### src/rtl/core/multimeter_reading_converter_macros.svh
// ----------------------------------------------------------------------------
// multimeter reading converter assertion macros
// shared concurrent assertion forms, empty when SYNTH is defined
// ----------------------------------------------------------------------------
`ifndef MULTIMETER_READING_CONVERTER_MACROS_SVH
`define MULTIMETER_READING_CONVERTER_MACROS_SVH

`ifndef SYNTH

// same-cycle implication
`define MMRC_ASSERT_IMP(label, clk, rst_n, ante, cons) \
	label: assert property (@(posedge clk) disable iff (!rst_n) (ante) |-> (cons)) \
		else $error("mmrc assertion failed");

// next-cycle implication
`define MMRC_ASSERT_NXT(label, clk, rst_n, ante, cons) \
	label: assert property (@(posedge clk) disable iff (!rst_n) (ante) |=> (cons)) \
		else $error("mmrc assertion failed");

`else

`define MMRC_ASSERT_IMP(label, clk, rst_n, ante, cons)
`define MMRC_ASSERT_NXT(label, clk, rst_n, ante, cons)

`endif

`endif

### src/rtl/core/mmrc_pkg.sv
// ----------------------------------------------------------------------------
// mmrc_pkg
// fixed widths, register indexes, mode codes and reset values of the converter
// ----------------------------------------------------------------------------
package mmrc_pkg;

	// result width, unsigned fixed point
	localparam int READING_W = 48;

	// configuration register widths
	localparam int MODE_W   = 3;
	localparam int OHMS_W   = 24;
	localparam int MV_W     = 16;
	localparam int UV_W     = 17;
	localparam int CFG_W    = 24;
	localparam int CFG_IDX_W = 2;

	// register indexes
	localparam logic [CFG_IDX_W-1:0] REG_MODE         = 2'd0;
	localparam logic [CFG_IDX_W-1:0] REG_REF_OHMS     = 2'd1;
	localparam logic [CFG_IDX_W-1:0] REG_SUPPLY_MV    = 2'd2;
	localparam logic [CFG_IDX_W-1:0] REG_UV_PER_COUNT = 2'd3;

	// measurement modes
	localparam logic [MODE_W-1:0] MODE_RES     = 3'd0;
	localparam logic [MODE_W-1:0] MODE_CURRENT = 3'd1;
	localparam logic [MODE_W-1:0] MODE_DIODE   = 3'd2;
	localparam logic [MODE_W-1:0] MODE_COND    = 3'd3;
	localparam logic [MODE_W-1:0] MODE_VOLT    = 3'd4;
	localparam logic [MODE_W-1:0] MODE_GAIN    = 3'd5;

	// register reset values
	localparam logic [MODE_W-1:0] MODE_RST = MODE_RES;
	localparam logic [OHMS_W-1:0] OHMS_RST = 24'd10000;
	localparam logic [MV_W-1:0]   MV_RST   = 16'd5000;
	localparam logic [UV_W-1:0]   UV_RST   = 17'd4883;

	// conductance scale, microsiemens per siemens
	localparam logic [19:0] USIEMENS_PER_S = 20'd1000000;

endpackage

### src/rtl/core/mmrc_smul.sv
// ----------------------------------------------------------------------------
// mmrc_smul
// bit-serial shift-add multiplier, base times two narrow factors in two passes
// ----------------------------------------------------------------------------
module mmrc_smul #(
	parameter int W  = 44,
	parameter int FW = 11
) (
	input  logic          clk,
	input  logic          arst_n,
	input  logic          start,
	input  logic [W-1:0]  base,
	input  logic [FW-1:0] f1,
	input  logic [FW-1:0] f2,
	output logic          done,
	output logic [W-1:0]  product
);

	localparam int CW = $clog2(FW + 1);

	logic          busy_q;
	logic          pass_q;
	logic          done_q;
	logic [CW-1:0] cnt_q;
	logic [W-1:0]  acc_q;
	logic [W-1:0]  mult_q;
	logic [FW-1:0] fac_q;
	logic [FW-1:0] f2_q;
	logic [W-1:0]  acc_next;

	// one factor bit per cycle, msb first
	always_comb begin
		acc_next = {acc_q[W-2:0], 1'b0} + (fac_q[FW-1] ? mult_q : '0);
	end

	// control
	always_ff @(posedge clk or negedge arst_n) begin
		if (!arst_n) begin
			busy_q <= 1'b0;
			pass_q <= 1'b0;
			done_q <= 1'b0;
			cnt_q  <= '0;
		end else begin
			done_q <= 1'b0;
			if (start) begin
				busy_q <= 1'b1;
				pass_q <= 1'b0;
				cnt_q  <= '0;
			end else if (busy_q) begin
				if (cnt_q == CW'(FW - 1)) begin
					cnt_q <= '0;
					if (pass_q) begin
						busy_q <= 1'b0;
						done_q <= 1'b1;
					end
					pass_q <= 1'b1;
				end else begin
					cnt_q <= cnt_q + 1'b1;
				end
			end
		end
	end

	// datapath
	always_ff @(posedge clk) begin
		if (start) begin
			acc_q  <= '0;
			mult_q <= base;
			fac_q  <= f1;
			f2_q   <= f2;
		end else if (busy_q) begin
			if (cnt_q == CW'(FW - 1) && !pass_q) begin
				// first product becomes the base of the second pass
				acc_q  <= '0;
				mult_q <= acc_next;
				fac_q  <= f2_q;
			end else begin
				acc_q <= acc_next;
				fac_q <= {fac_q[FW-2:0], 1'b0};
			end
		end
	end

	assign done    = done_q;
	assign product = acc_q;

endmodule

### src/rtl/core/mmrc_sdiv.sv
// ----------------------------------------------------------------------------
// mmrc_sdiv
// bit-serial restoring divider, floor(num * 2^F / den) saturated to 48 bits
// ----------------------------------------------------------------------------
module mmrc_sdiv #(
	parameter int W = 44,
	parameter int F = 16
) (
	input  logic                           clk,
	input  logic                           arst_n,
	input  logic                           start,
	input  logic [W-1:0]                   num,
	input  logic [W-1:0]                   den,
	output logic                           done,
	output logic [mmrc_pkg::READING_W-1:0] quot
);

	localparam int STEPS = W + F;
	localparam int CW    = $clog2(STEPS + 1);
	localparam int QW    = mmrc_pkg::READING_W;

	logic          busy_q;
	logic          done_q;
	logic [CW-1:0] cnt_q;
	logic [W-1:0]  n_q;
	logic [W-1:0]  d_q;
	logic [W-1:0]  r_q;
	logic [QW-1:0] q_q;
	logic          sat_q;
	logic [W:0]    trial;
	logic [W+1:0]  diff;
	logic          ge;

	// one quotient bit per cycle
	always_comb begin
		trial = {r_q, n_q[W-1]};
		diff  = {1'b0, trial} - {2'b00, d_q};
		ge    = !diff[W+1];
	end

	// control
	always_ff @(posedge clk or negedge arst_n) begin
		if (!arst_n) begin
			busy_q <= 1'b0;
			done_q <= 1'b0;
			cnt_q  <= '0;
		end else begin
			done_q <= 1'b0;
			if (start) begin
				busy_q <= 1'b1;
				cnt_q  <= '0;
			end else if (busy_q) begin
				if (cnt_q == CW'(STEPS - 1)) begin
					busy_q <= 1'b0;
					done_q <= 1'b1;
				end else begin
					cnt_q <= cnt_q + 1'b1;
				end
			end
		end
	end

	// datapath, fraction zeros shift in behind the dividend
	always_ff @(posedge clk) begin
		if (start) begin
			n_q   <= num;
			d_q   <= den;
			r_q   <= '0;
			q_q   <= '0;
			sat_q <= 1'b0;
		end else if (busy_q) begin
			n_q   <= {n_q[W-2:0], 1'b0};
			r_q   <= ge ? diff[W-1:0] : trial[W-1:0];
			q_q   <= {q_q[QW-2:0], ge};
			// any bit pushed out the top means the quotient overflows
			sat_q <= sat_q | q_q[QW-1];
		end
	end

	assign done = done_q;
	assign quot = sat_q ? '1 : q_q;

endmodule

### src/rtl/core/multimeter_reading_converter.sv
// ----------------------------------------------------------------------------
// multimeter_reading_converter
// turns ADC samples into resistance, current, voltage, conductance or gain
// ----------------------------------------------------------------------------
// One item at a time. A measure item passes through the two bit-serial
// shift-add multipliers that build dividend and divisor, then through the
// bit-serial restoring divider, with steps for accept, handoff, compare and
// output around them. A clear item, an unused mode, a zero sample outside
// voltage mode or a zero divider resistor fails at once, without arithmetic.
// The result sits in an output register; the next item is taken while it
// waits, and a finished item holds until that register is free.
// Readings are unsigned with FRACTION_BITS fraction bits, truncated and
// saturated to all ones. Outside gain mode a reading equal to the last one
// reported comes back as success 0, reading 0.
// ----------------------------------------------------------------------------
`include "multimeter_reading_converter_macros.svh"

module multimeter_reading_converter #(
	parameter int ADC_BITS      = 10,
	parameter int FRACTION_BITS = 16
) (
	input  logic                             clk,
	input  logic                             arst_n,
	// input items
	input  logic                             s_tvalid,
	output logic                             s_tready,
	// sample, collector_sample, zero padding
	input  logic [((2*ADC_BITS+7)/8)*8-1:0]  s_tdata,
	// command
	input  logic                             s_tuser,
	// result items
	output logic                             m_tvalid,
	input  logic                             m_tready,
	// reading
	output logic [mmrc_pkg::READING_W-1:0]   m_tdata,
	// success
	output logic                             m_tuser,
	// configuration writes
	input  logic                             cfg_wr_en,
	input  logic [mmrc_pkg::CFG_IDX_W-1:0]   cfg_index,
	input  logic [mmrc_pkg::CFG_W-1:0]       cfg_data
);

	localparam int W  = 2 * ADC_BITS + 24;
	localparam int FW = ADC_BITS + 1;
	localparam int RW = mmrc_pkg::READING_W;

	typedef enum logic [1:0] {
		ST_IDLE,
		ST_MUL,
		ST_DIV,
		ST_EMIT
	} state_t;

	state_t state_q;

	logic [mmrc_pkg::MODE_W-1:0] mode_q;
	logic [mmrc_pkg::OHMS_W-1:0] ohms_q;
	logic [mmrc_pkg::MV_W-1:0]   mv_q;
	logic [mmrc_pkg::UV_W-1:0]   uv_q;

	logic [RW-1:0] last_q;
	logic          res_ok_q;
	logic [RW-1:0] res_val_q;
	logic          out_valid_q;
	logic          out_ok_q;
	logic [RW-1:0] out_val_q;

	logic [ADC_BITS-1:0] s_in;
	logic [ADC_BITS-1:0] c_in;
	logic [FW-1:0]       full_scale;
	logic [FW-1:0]       one_f;
	logic [FW-1:0]       fs_m_s;
	logic [FW-1:0]       fs_m_c;
	logic [W-1:0]        n_base;
	logic [FW-1:0]       n_f1;
	logic [FW-1:0]       n_f2;
	logic [W-1:0]        d_base;
	logic [FW-1:0]       d_f1;
	logic [FW-1:0]       d_f2;
	logic                fail;
	logic                accept;
	logic                mul_start;

	logic          num_done;
	logic          den_done;
	logic [W-1:0]  num_prod;
	logic [W-1:0]  den_prod;
	logic          div_done;
	logic [RW-1:0] div_quot;

	// configuration registers
	always_ff @(posedge clk or negedge arst_n) begin
		if (!arst_n) begin
			mode_q <= mmrc_pkg::MODE_RST;
			ohms_q <= mmrc_pkg::OHMS_RST;
			mv_q   <= mmrc_pkg::MV_RST;
			uv_q   <= mmrc_pkg::UV_RST;
		end else if (cfg_wr_en) begin
			case (cfg_index)
				mmrc_pkg::REG_MODE:         mode_q <= cfg_data[mmrc_pkg::MODE_W-1:0];
				mmrc_pkg::REG_REF_OHMS:     ohms_q <= cfg_data[mmrc_pkg::OHMS_W-1:0];
				mmrc_pkg::REG_SUPPLY_MV:    mv_q   <= cfg_data[mmrc_pkg::MV_W-1:0];
				mmrc_pkg::REG_UV_PER_COUNT: uv_q   <= cfg_data[mmrc_pkg::UV_W-1:0];
				default: ;
			endcase
		end
	end

	// sample fields and divider complements
	always_comb begin
		s_in       = s_tdata[ADC_BITS-1:0];
		c_in       = s_tdata[2*ADC_BITS-1:ADC_BITS];
		full_scale = {1'b1, {ADC_BITS{1'b0}}};
		one_f      = FW'(1);
		fs_m_s     = full_scale - {1'b0, s_in};
		fs_m_c     = full_scale - {1'b0, c_in};
	end

	// dividend and divisor factors per mode
	always_comb begin
		n_base = W'(1);
		n_f1   = one_f;
		n_f2   = one_f;
		d_base = W'(1);
		d_f1   = one_f;
		d_f2   = one_f;
		case (mode_q)
			mmrc_pkg::MODE_RES: begin
				n_base = W'(ohms_q);
				n_f1   = fs_m_s;
				d_base = W'(s_in);
			end
			mmrc_pkg::MODE_CURRENT: begin
				n_base = W'(mv_q);
				n_f1   = {1'b0, s_in};
				n_f2   = {1'b0, s_in};
				d_base = W'(ohms_q);
				d_f1   = fs_m_s;
				d_f2   = full_scale;
			end
			mmrc_pkg::MODE_DIODE: begin
				n_base = W'(mv_q);
				n_f1   = {1'b0, s_in};
				d_f1   = full_scale;
			end
			mmrc_pkg::MODE_COND: begin
				n_base = W'(mmrc_pkg::USIEMENS_PER_S);
				n_f1   = {1'b0, s_in};
				d_base = W'(ohms_q);
				d_f1   = fs_m_s;
			end
			mmrc_pkg::MODE_VOLT: begin
				n_base = W'(uv_q);
				n_f1   = {1'b0, s_in};
			end
			mmrc_pkg::MODE_GAIN: begin
				n_base = W'(fs_m_s);
				n_f1   = {1'b0, c_in};
				n_f2   = {1'b0, c_in};
				d_base = W'(fs_m_c);
				d_f1   = {1'b0, s_in};
				d_f2   = {1'b0, s_in};
			end
			default: ;
		endcase
	end

	// items that fail without arithmetic
	always_comb begin
		fail = s_tuser
			|| (mode_q > mmrc_pkg::MODE_GAIN)
			|| (s_in == '0 && mode_q != mmrc_pkg::MODE_VOLT)
			|| (c_in == '0 && mode_q == mmrc_pkg::MODE_GAIN)
			|| (ohms_q == '0 && (mode_q == mmrc_pkg::MODE_CURRENT
				|| mode_q == mmrc_pkg::MODE_COND));
	end

	assign s_tready  = (state_q == ST_IDLE);
	assign accept    = s_tvalid && s_tready;
	assign mul_start = accept && !fail;

	// dividend and divisor, built side by side
	mmrc_smul #(
		.W  (W),
		.FW (FW)
	) u_num_mul (
		.clk     (clk),
		.arst_n  (arst_n),
		.start   (mul_start),
		.base    (n_base),
		.f1      (n_f1),
		.f2      (n_f2),
		.done    (num_done),
		.product (num_prod)
	);

	mmrc_smul #(
		.W  (W),
		.FW (FW)
	) u_den_mul (
		.clk     (clk),
		.arst_n  (arst_n),
		.start   (mul_start),
		.base    (d_base),
		.f1      (d_f1),
		.f2      (d_f2),
		.done    (den_done),
		.product (den_prod)
	);

	mmrc_sdiv #(
		.W (W),
		.F (FRACTION_BITS)
	) u_div (
		.clk    (clk),
		.arst_n (arst_n),
		.start  (num_done),
		.num    (num_prod),
		.den    (den_prod),
		.done   (div_done),
		.quot   (div_quot)
	);

	// sequencer, repeat suppression and output register
	always_ff @(posedge clk or negedge arst_n) begin
		if (!arst_n) begin
			state_q     <= ST_IDLE;
			last_q      <= '0;
			res_ok_q    <= 1'b0;
			res_val_q   <= '0;
			out_valid_q <= 1'b0;
			out_ok_q    <= 1'b0;
			out_val_q   <= '0;
		end else begin
			// output register drains unless a new item is loaded this cycle
			if (out_valid_q && m_tready && state_q != ST_EMIT) begin
				out_valid_q <= 1'b0;
			end
			case (state_q)
				ST_IDLE: begin
					if (accept) begin
						if (fail) begin
							res_ok_q  <= 1'b0;
							res_val_q <= '0;
							if (s_tuser) begin
								last_q <= '0;
							end
							state_q <= ST_EMIT;
						end else begin
							state_q <= ST_MUL;
						end
					end
				end
				ST_MUL: begin
					if (num_done) begin
						state_q <= ST_DIV;
					end
				end
				ST_DIV: begin
					if (div_done) begin
						if (mode_q == mmrc_pkg::MODE_GAIN) begin
							res_ok_q  <= 1'b1;
							res_val_q <= div_quot;
						end else if (div_quot == last_q) begin
							res_ok_q  <= 1'b0;
							res_val_q <= '0;
						end else begin
							res_ok_q  <= 1'b1;
							res_val_q <= div_quot;
							last_q    <= div_quot;
						end
						state_q <= ST_EMIT;
					end
				end
				ST_EMIT: begin
					if (!out_valid_q || m_tready) begin
						out_valid_q <= 1'b1;
						out_ok_q    <= res_ok_q;
						out_val_q   <= res_val_q;
						state_q     <= ST_IDLE;
					end
				end
				default: begin
					state_q <= ST_IDLE;
				end
			endcase
		end
	end

	assign m_tvalid = out_valid_q;
	assign m_tuser  = out_ok_q;
	assign m_tdata  = out_val_q;

	// both multipliers run in lockstep
	`MMRC_ASSERT_IMP(a_mul_lockstep, clk, arst_n, num_done != den_done, 1'b0)
	// divider finishes only while the sequencer waits for it
	`MMRC_ASSERT_IMP(a_div_in_state, clk, arst_n, div_done, state_q == ST_DIV)
	// a clear item zeroes the last reported value
	`MMRC_ASSERT_NXT(a_clear_last, clk, arst_n, accept && s_tuser, last_q == '0)
	// a failed item never reports a nonzero reading
	`MMRC_ASSERT_IMP(a_fail_zero, clk, arst_n, m_tvalid && !m_tuser, m_tdata == '0)

endmodule
### config.mk
export PLATFORM = sky130hd
export DESIGN_NAME = multimeter_reading_converter
export DESIGN_NICKNAME = d
export VERILOG_FILES = /design/src/rtl/core/mmrc_pkg.sv /design/src/rtl/core/mmrc_smul.sv /design/src/rtl/core/mmrc_sdiv.sv /design/src/rtl/core/multimeter_reading_converter.sv
export VERILOG_INCLUDE_DIRS = /design/src /design/src/rtl/core
export SDC_FILE = /design/constraint.sdc
export NUM_CORES = 1
export LEC_CHECK = 0
export ABC_AREA = 1
export BUFFER_PORTS_ARGS = -buffer_cell sky130_fd_sc_hd__buf_2
export CAP_MARGIN = 20
export CORE_AREA = 2 2 293 295
export DETAILED_ROUTE_END_ITERATION = 7
export DIE_AREA = 0 0 295 297
export SLEW_MARGIN = 40
export SYNTH_ARGS = -nofsm -noshare
export SYNTH_HDL_FRONTEND = slang
export SYNTH_HIERARCHICAL = 1
export SYNTH_SLANG_ARGS = --single-unit
### constraint.sdc
create_clock -name clk -period 7.2 [get_ports clk]
set_input_delay 1.44 -clock clk [delete_from_list [all_inputs] [get_ports clk]]
set_output_delay 1.44 -clock clk [all_outputs]
set_load 0.005 [all_outputs]
==> metrics.md, run 1 <==
| Metric | Value |
|---|---|
| CP endpoint kind | register |
| Switching share of power | 0.2441 |
| Share of cells above drive strength 1 | 0.07666 |
| Clock power frac | 0.479 |
| # IOs | 107 |
| CORE AREA | 0.08448 sq mm |
| Net Sw Power | 1.974 mW |
| Maximum number of pins on one net before global-route repair | 141 |
| Combinational fraction of design power | 0.052 |
| Leakage | 22.09 nW |
| Placement Cell Area | a little under 0.04 sq mm |
| Final WL | 106,000 microns |
| Power, Total | between 8 and 9 mW |
| Initial Util | 0.4469 |
| # setup viols final | 0 |
| Grt ovf | 0 |
| Clk_lat worst skew | 0.63 ns |
| Critical Setup Path Class | input port to register |
| Clk slew on worst S/H paths | 0.06 ns |
| Syn. warnings | 6 |
| Clk buf depth | 3 |
| Mapped Area | 0.03775 sq mm |
| Layout fillers | 8,523 |
| Count of final hold-check violations | 0 |
| Final net count | 5,615 |
| CP startpoint kind | input port |
| Dpl hpwl | 77,320 microns |
| RSZ-0062 raised after global routing | false |
| Crit path max-delay cell type | nor2_1 |
| Num rows | 107 |
| Final min period | 4.746 ns |
| First-pass GRT wire length | 170,000 microns |
| Port buffer count | around 100 |
| All-layer global routing usage | 0.2423 |
| Hold buffer count at CTS | 0 |
| Antenna violations before repair | 1 |
| Slew HR | 0.4302 |
| Family with the most delay on the worst path | buffers and inverters |
| CP most frequent cell | buf_4 |
| Worst path buffer plus inverter count | 5 |
| Gpl congestion | 0.9618 |
| CP peak stage delay | 0.60 ns |
| Layout area overhead | 11.31% |
| DRC Markers | 0 |
| Clock Skew | 0.03721 ns |
| Final setup TNS | 0 ns |
| Die width | 295 microns |
| Run status | complete, no violations |
| Slew @ Worst Pin | 0.8457 ns |
| Critical Path Start | s_tuser |
| Gate Count Post-Synth | 5,334 |
| Via-to-Cell Ratio | between 4 and 5 |
| Initial detailed-routing violation count | around 2,300 |
| Peak Freq | 0.2107 GHz |
| CP Data Required Time | ~7.4 ns |
| Cell chain of the critical path | buf_2, nor2_1, nand2_1, a21oi_1, nand3_2, nor2_4, buf_4, nor2_4, buf_4, inv_1, o21ai_0, a21oi_4, buf_4 |
| TritonCTS buffer count | 74 |
| Post-CTS setup buffer count | 0 |
| Antenna Nets Post-Route | 0 |
| Hold Path Origin | u_den_mul/product[43]$_SDFFE_PP0P_ |
| R2r startpoint | state_q[1]$_DFFE_PN0P_ |
| Int Power | about 6.1 mW |
| Syn avg cell area | 7.078 sq um |
| CTS tree | yes |
| DR pass1 iterations | 6 |
| CP Max Fanout | 49 |
| Sink Count | 631 |
| Vias in the first global route | 31,350 |
| Die area | 0.08762 sq mm |
| Worst Hold Class | register to register |
| Seq pwr share | 0.469 |
| Finished Cell Area | between 0.04 and 0.05 sq mm |
| CTS H-Tree Depth | 3 |
| Period utilisation layout | 0.6592 |
| DR WL/cell | 16.00 microns |
| Root Driver | clkbuf_16 |
| Max cap viols | 0 |
| CP arrival | about 5.0 ns |
| Resized Gates After CTS | 0 |
| Power Density | 192.5 mW/mm^2 |
| Die height | 297 microns |
| DR vias | 32,900 |
| Final Slew Violations | 0 |
| Max IR drop VDD | around 0.00023 V |
## final timing paths
| check | endpoint | slack, ns | cells past startpoint |
|---|---|---|---|
| worst min register to register | u_div/d_q[43]$_DFFE_PP_ | 0.44 | 0 |
| worst max register to register | u_num_mul/mult_q[39]$_DFFE_PP_ | 2.61 | 15 |
| worst min-delay path | u_div/d_q[43]$_DFFE_PP_ | 0.44 | 0 |
| min in group asynchronous | res_val_q[44]$_DFFE_PN0P_ | 0.81 | 1 |
| worst max-delay path | u_num_mul/mult_q[39]$_DFFE_PP_ | 2.45 | 13 |
| max in group asynchronous | mv_q[12]$_DFFE_PN1P_ | 5.02 | 3 |
## power by group through the flow
stage               clock network, mW  logic (mW)  registers (mW)
floorplan                           0       0.216            3.85
global placement                    0       0.419            3.86
detailed placement                  0       0.419            3.86
CTS                              3.97       0.420            3.79
global route                     4.12       0.458            3.80
finish                           3.87       0.423            3.79
## metal layers
| layer | routed length [microns] | up-vias | global-route usage |
|---|---|---|---|
| li1 | - | 16930 | - |
| met1 | 50100 | 15140 | 0.3354 |
| met2 | 47970 | 670 | 0.3932 |
| met3 | 4628 | 164 | 0.02690 |
| met4 | 3326 | 0 | 0.08248 |
| met5 | 0 | - | 0 |
## sequential cells by signal (all words and copies together) (netlist names), 44 cells and up
signal and count:
res_val_q 48, u_div/q_q 48, u_den_mul/product 44, m_tdata 48, u_div/d_q 44, u_num_mul/mult_q 44, last_q 48, u_den_mul/mult_q 44
u_num_mul/product 44, u_div/n_q 44, u_div/r_q 44
## cell usage in the layout (no fill, tap or decap), drive strengths merged, types with 5 or more instances in the layout
| cell type | n |
|---|---|
| xnor2 | 43 |
| a31oi | 26 |
| nand2 | 2003 |
| a22oi | 6 |
| o2111ai | 9 |
| nand4 | 68 |
| dfrtp | 214 |
| and2 | 5 |
| conb | 41 |
| o221ai | 12 |
| bufinv | 6 |
| mux2 | 8 |
| nand3 | 303 |
| xor2 | 51 |
| o211ai | 15 |
| o21bai | 19 |
| o22ai | 67 |
| clkinvlp | 7 |
| a21oi | 142 |
| ha | 139 |
| edfxtp | 220 |
| clkbuf | 98 |
| clkinv | 21 |
| buf | 136 |
| dfxtp | 181 |
| or2 | 18 |
| o21ai | 281 |
| nor3 | 20 |
| nor2 | 409 |
| nand3b | 12 |
| dfstp | 16 |
| inv | 864 |
## metrics by stage
step           setup WS, ns  hold WS, ns  instances  utilization
2_1_floorplan        0.1631       0.4086       5374            -
3_3_place_gp          1.876       0.4196       6482       0.4662
3_5_place_dp          1.803       0.4255       6484       0.4667
4_1_cts               2.457       0.4419       6622       0.4970
5_1_grt               2.248       0.4655       6623       0.4974
6_report              2.454       0.4390       6624       0.4974
## final cells by class
class                           instances  area, sq um  area share
Antenna cell                            1        2.502  0.00005955
Clock buffer                           98         2043     0.04862
Clock inverter                         40        518.0     0.01233
Inverter                              858         3228     0.07682
Multi-Input combinational cell       3716        17960      0.4274
Sequential cell                       631        16010      0.3810
Tap cell                             1144         1431     0.03406
Timing Repair Buffer                  136        832.0     0.01980
(Power assumes the default switching activity.)
==> run 2, diff against run 1 <==
ABC_AREA = 0   (was 1)
CORE_AREA = 2 2 285 287   (was 2 2 293 295)
DIE_AREA = 0 0 287 289   (was 0 0 295 297)
clock period = 4.87 ns   (was 7.2 ns; I/O delays follow)
==> run 2 against run 1 <==
- die area is 5.3% lower
- count of clock-buffer cells in the layout is 9 higher
- sequential power is 120% higher
- setup slack worse by 1.4 ns
- routed wire length is 14% lower
- power grew to 3.0 times the previous value
- combinational power grew to 25 times the previous value
- global-route usage is 2.4 points lower
- core utilization is 0.057 points higher
- clock skew is 0.0067 ns lower
- critical endpoint is now u_num_mul/mult_q[41]$_DFFE_PP_
- highest routed layer is now met5
==> metrics.md, run 2 <==
| Metric | Value |
|---|---|
| Leakage | 16.72 nW |
| Root Driver | clkbuf_16 |
| Resized Gates After CTS | 0 |
| Worst setup margin | 1.033 ns |
| Period utilisation layout | 0.7879 |
| Vias in the first global route | 26,190 |
| CTS H-Tree Depth | 3 |
| Max IR drop VDD | 0.0003417 V |
| Max cap viols | 0 |
| Cell depth of the worst flop-to-flop path | 12 |
| Final WL | ~91,000 microns |
| Commonest non-fill, non-tap cell in the layout | nand2_1 |
| TritonCTS buffer count | 74 |
| DRC Markers | 0 |
| Die area | 0.08294 sq mm |
| Port buffer count | 102 |
| Peak Freq | 0.2606 GHz |
| CP arrival | 4.18 ns |
| Setup WS pre-CTS | between 0.5 and 0.6 ns |
| Switching share of power | 0.4005 |
| Initial detailed-routing violation count | ~1,800 |
| Initial Util | 0.4454 |
| Run status | complete, no violations |
| Num rows | around 100 |
| Flop2flop setup slack | between 1 and 1.5 ns |
| Clock power frac | 0.230 |
| CP startpoint kind | register |
| Core Util, Final | 0.4980 |
| Clk slew on worst S/H paths | about 0.06 ns |
| Share of cells above drive strength 1 | 0.1506 |
| # IOs | 107 |
| Die width | 287 microns |
| Worst Hold Class | input port to asynchronous set/reset pin |
| CP Max Fanout | 43 |
| Final Slew Violations | 0 |
| Net Sw Power | 9.794 mW |
| CP Data Required Time | 5.22 ns |
| Antenna Nets Post-Route | 0 |
| Dpl hpwl | 64,630 microns |
| Slew HR | 0.4490 |
| CORE AREA | 0.07990 sq mm |
| Final net count | around 4,000 |
| Syn avg cell area | 9.581 sq um |
| Maximum number of pins on one net before global-route repair | 97 |
| Clk_lat worst skew | 0.62 ns |
| Grt ovf | 0 |
| Mapped Area | 0.03558 sq mm |
| Critical Setup Path Class | register to register |
| Count of final hold-check violations | 0 |
| Int Power | around 15 mW |
| CTS tree | yes |
| Power Density | 614.6 mW/mm^2 |
| Clock Skew | 0.03052 ns |
| Slew @ Worst Pin | 0.8245 ns |
| Post-CTS setup buffer count | 0 |
| Clk buf depth | 3 |
| Layout area overhead | 11.82% |
| Final min period | approximately 3.8 ns |
| DR WL/cell | ~19 microns |
| All-layer global routing usage | 0.2185 |
| RSZ-0062 raised after global routing | false |
| DR vias | between 20,000 and 30,000 |
| Combinational fraction of design power | 0.436 |
| CP endpoint kind | register |
| Reg-to-Reg End | u_num_mul/mult_q[41]$_DFFE_PP_ |
| # setup viols final | 0 |
| Most frequent cells in the layout | 502 x nand2_1, 281 x o21ai_0, 236 x nor2_1 |
| Hold buffer count at CTS | 0 |
| Antenna violations before repair | 3 |
| Gpl congestion | 0.9231 |
| N_diodes | 0 |
| First-pass GRT wire length | 145,800 microns |
| DR pass1 iterations | 5 |
| Syn. warnings | 6 |
| Seq pwr share | 0.334 |
| Via-to-Cell Ratio | 5.526 |
| Die height | 289 microns |
| R2r startpoint | u_num_mul/fac_q[10]$_DFFE_PP_ |
| Final setup TNS | 0 ns |
| Sink Count | 631 |
| Gate Count Post-Synth | around 3,700 |
==> run 2: layer usage <==
layer | GRT usage | share of wire | vias to the layer above
met4 | 0.06914 | 0.028 | 2
met5 | 0 | 0.00011 | -
met2 | 0.3598 | 0.46 | 613
met1 | 0.2987 | 0.47 | 12870
met3 | 0.02898 | 0.043 | 148
li1 | - | - | 13400
==> run 2: stage by stage <==
step | total power, mW | instance area [sq um] | std cells | hold slack [ns]
final | 24.46 | 39790 | 4891 | 0.2524
after global routing | 26.24 | 39790 | 4891 | 0.2416
after CTS | 24.61 | 39780 | 4891 | 0.2259
after detailed placement | 18.86 | 37280 | 4755 | 0.4567
after global placement | 18.68 | 37140 | 4749 | 0.4490
after floorplan | 16.12 | 35740 | 3754 | 0.4081
==> run 2: how the worst max path moves through the flow <==
stage / cells after the start / to / startpoint / slack (ns)
floorplan: 11 / u_num_mul/mult_q[0]$_DFFE_PP_ / s_tdata[0] / 0.43
global placement: 11 / u_den_mul/product[35]$_SDFFE_PP0P_ / s_tdata[0] / 0.56
detailed placement: 11 / u_den_mul/fac_q[1]$_DFFE_PP_ / s_tdata[0] / 0.52
CTS: 9 / u_den_mul/fac_q[1]$_DFFE_PP_ / mode_q[2]$_DFFE_PN0P_ / 0.99
global route: 9 / u_den_mul/fac_q[1]$_DFFE_PP_ / mode_q[2]$_DFFE_PN0P_ / 0.76
finish: 12 / u_num_mul/mult_q[41]$_DFFE_PP_ / u_num_mul/fac_q[10]$_DFFE_PP_ / 1.03
==> run 2: final cells by class <==
class	instances	area (sq um)
multi-input combinational	2796	18470
tap	1060	1326
timing repair buffer	161	1080
fill	7462	40110
inverter	107	404.1
clock inverter	29	387.9
clock buffer	107	2110
sequential	631	16010
==> run 2: power by group through the flow <==
stage	clock network [mW]	registers [mW]	logic [mW]
3_3_place_gp	0	8.25	10.4
5_1_grt	6.02	8.33	11.9
2_1_floorplan	0	7.83	8.29
4_1_cts	5.80	8.17	10.6
3_5_place_dp	0	8.26	10.6
6_report	5.63	8.16	10.7
==> run 2: critical path, stage by stage (launching register included) <==
cell      delay [ns]
edfxtp_1        0.36
buf_4           0.42
nand2_1         0.17
fa_1            0.46
and2b_2         0.24
o211ai_1        0.14
a21oi_2         0.27
o22ai_4         0.14
a211oi_2        0.45
o211ai_1        0.26
a31oi_1         0.26
xor2_1          0.12
mux2_2          0.27
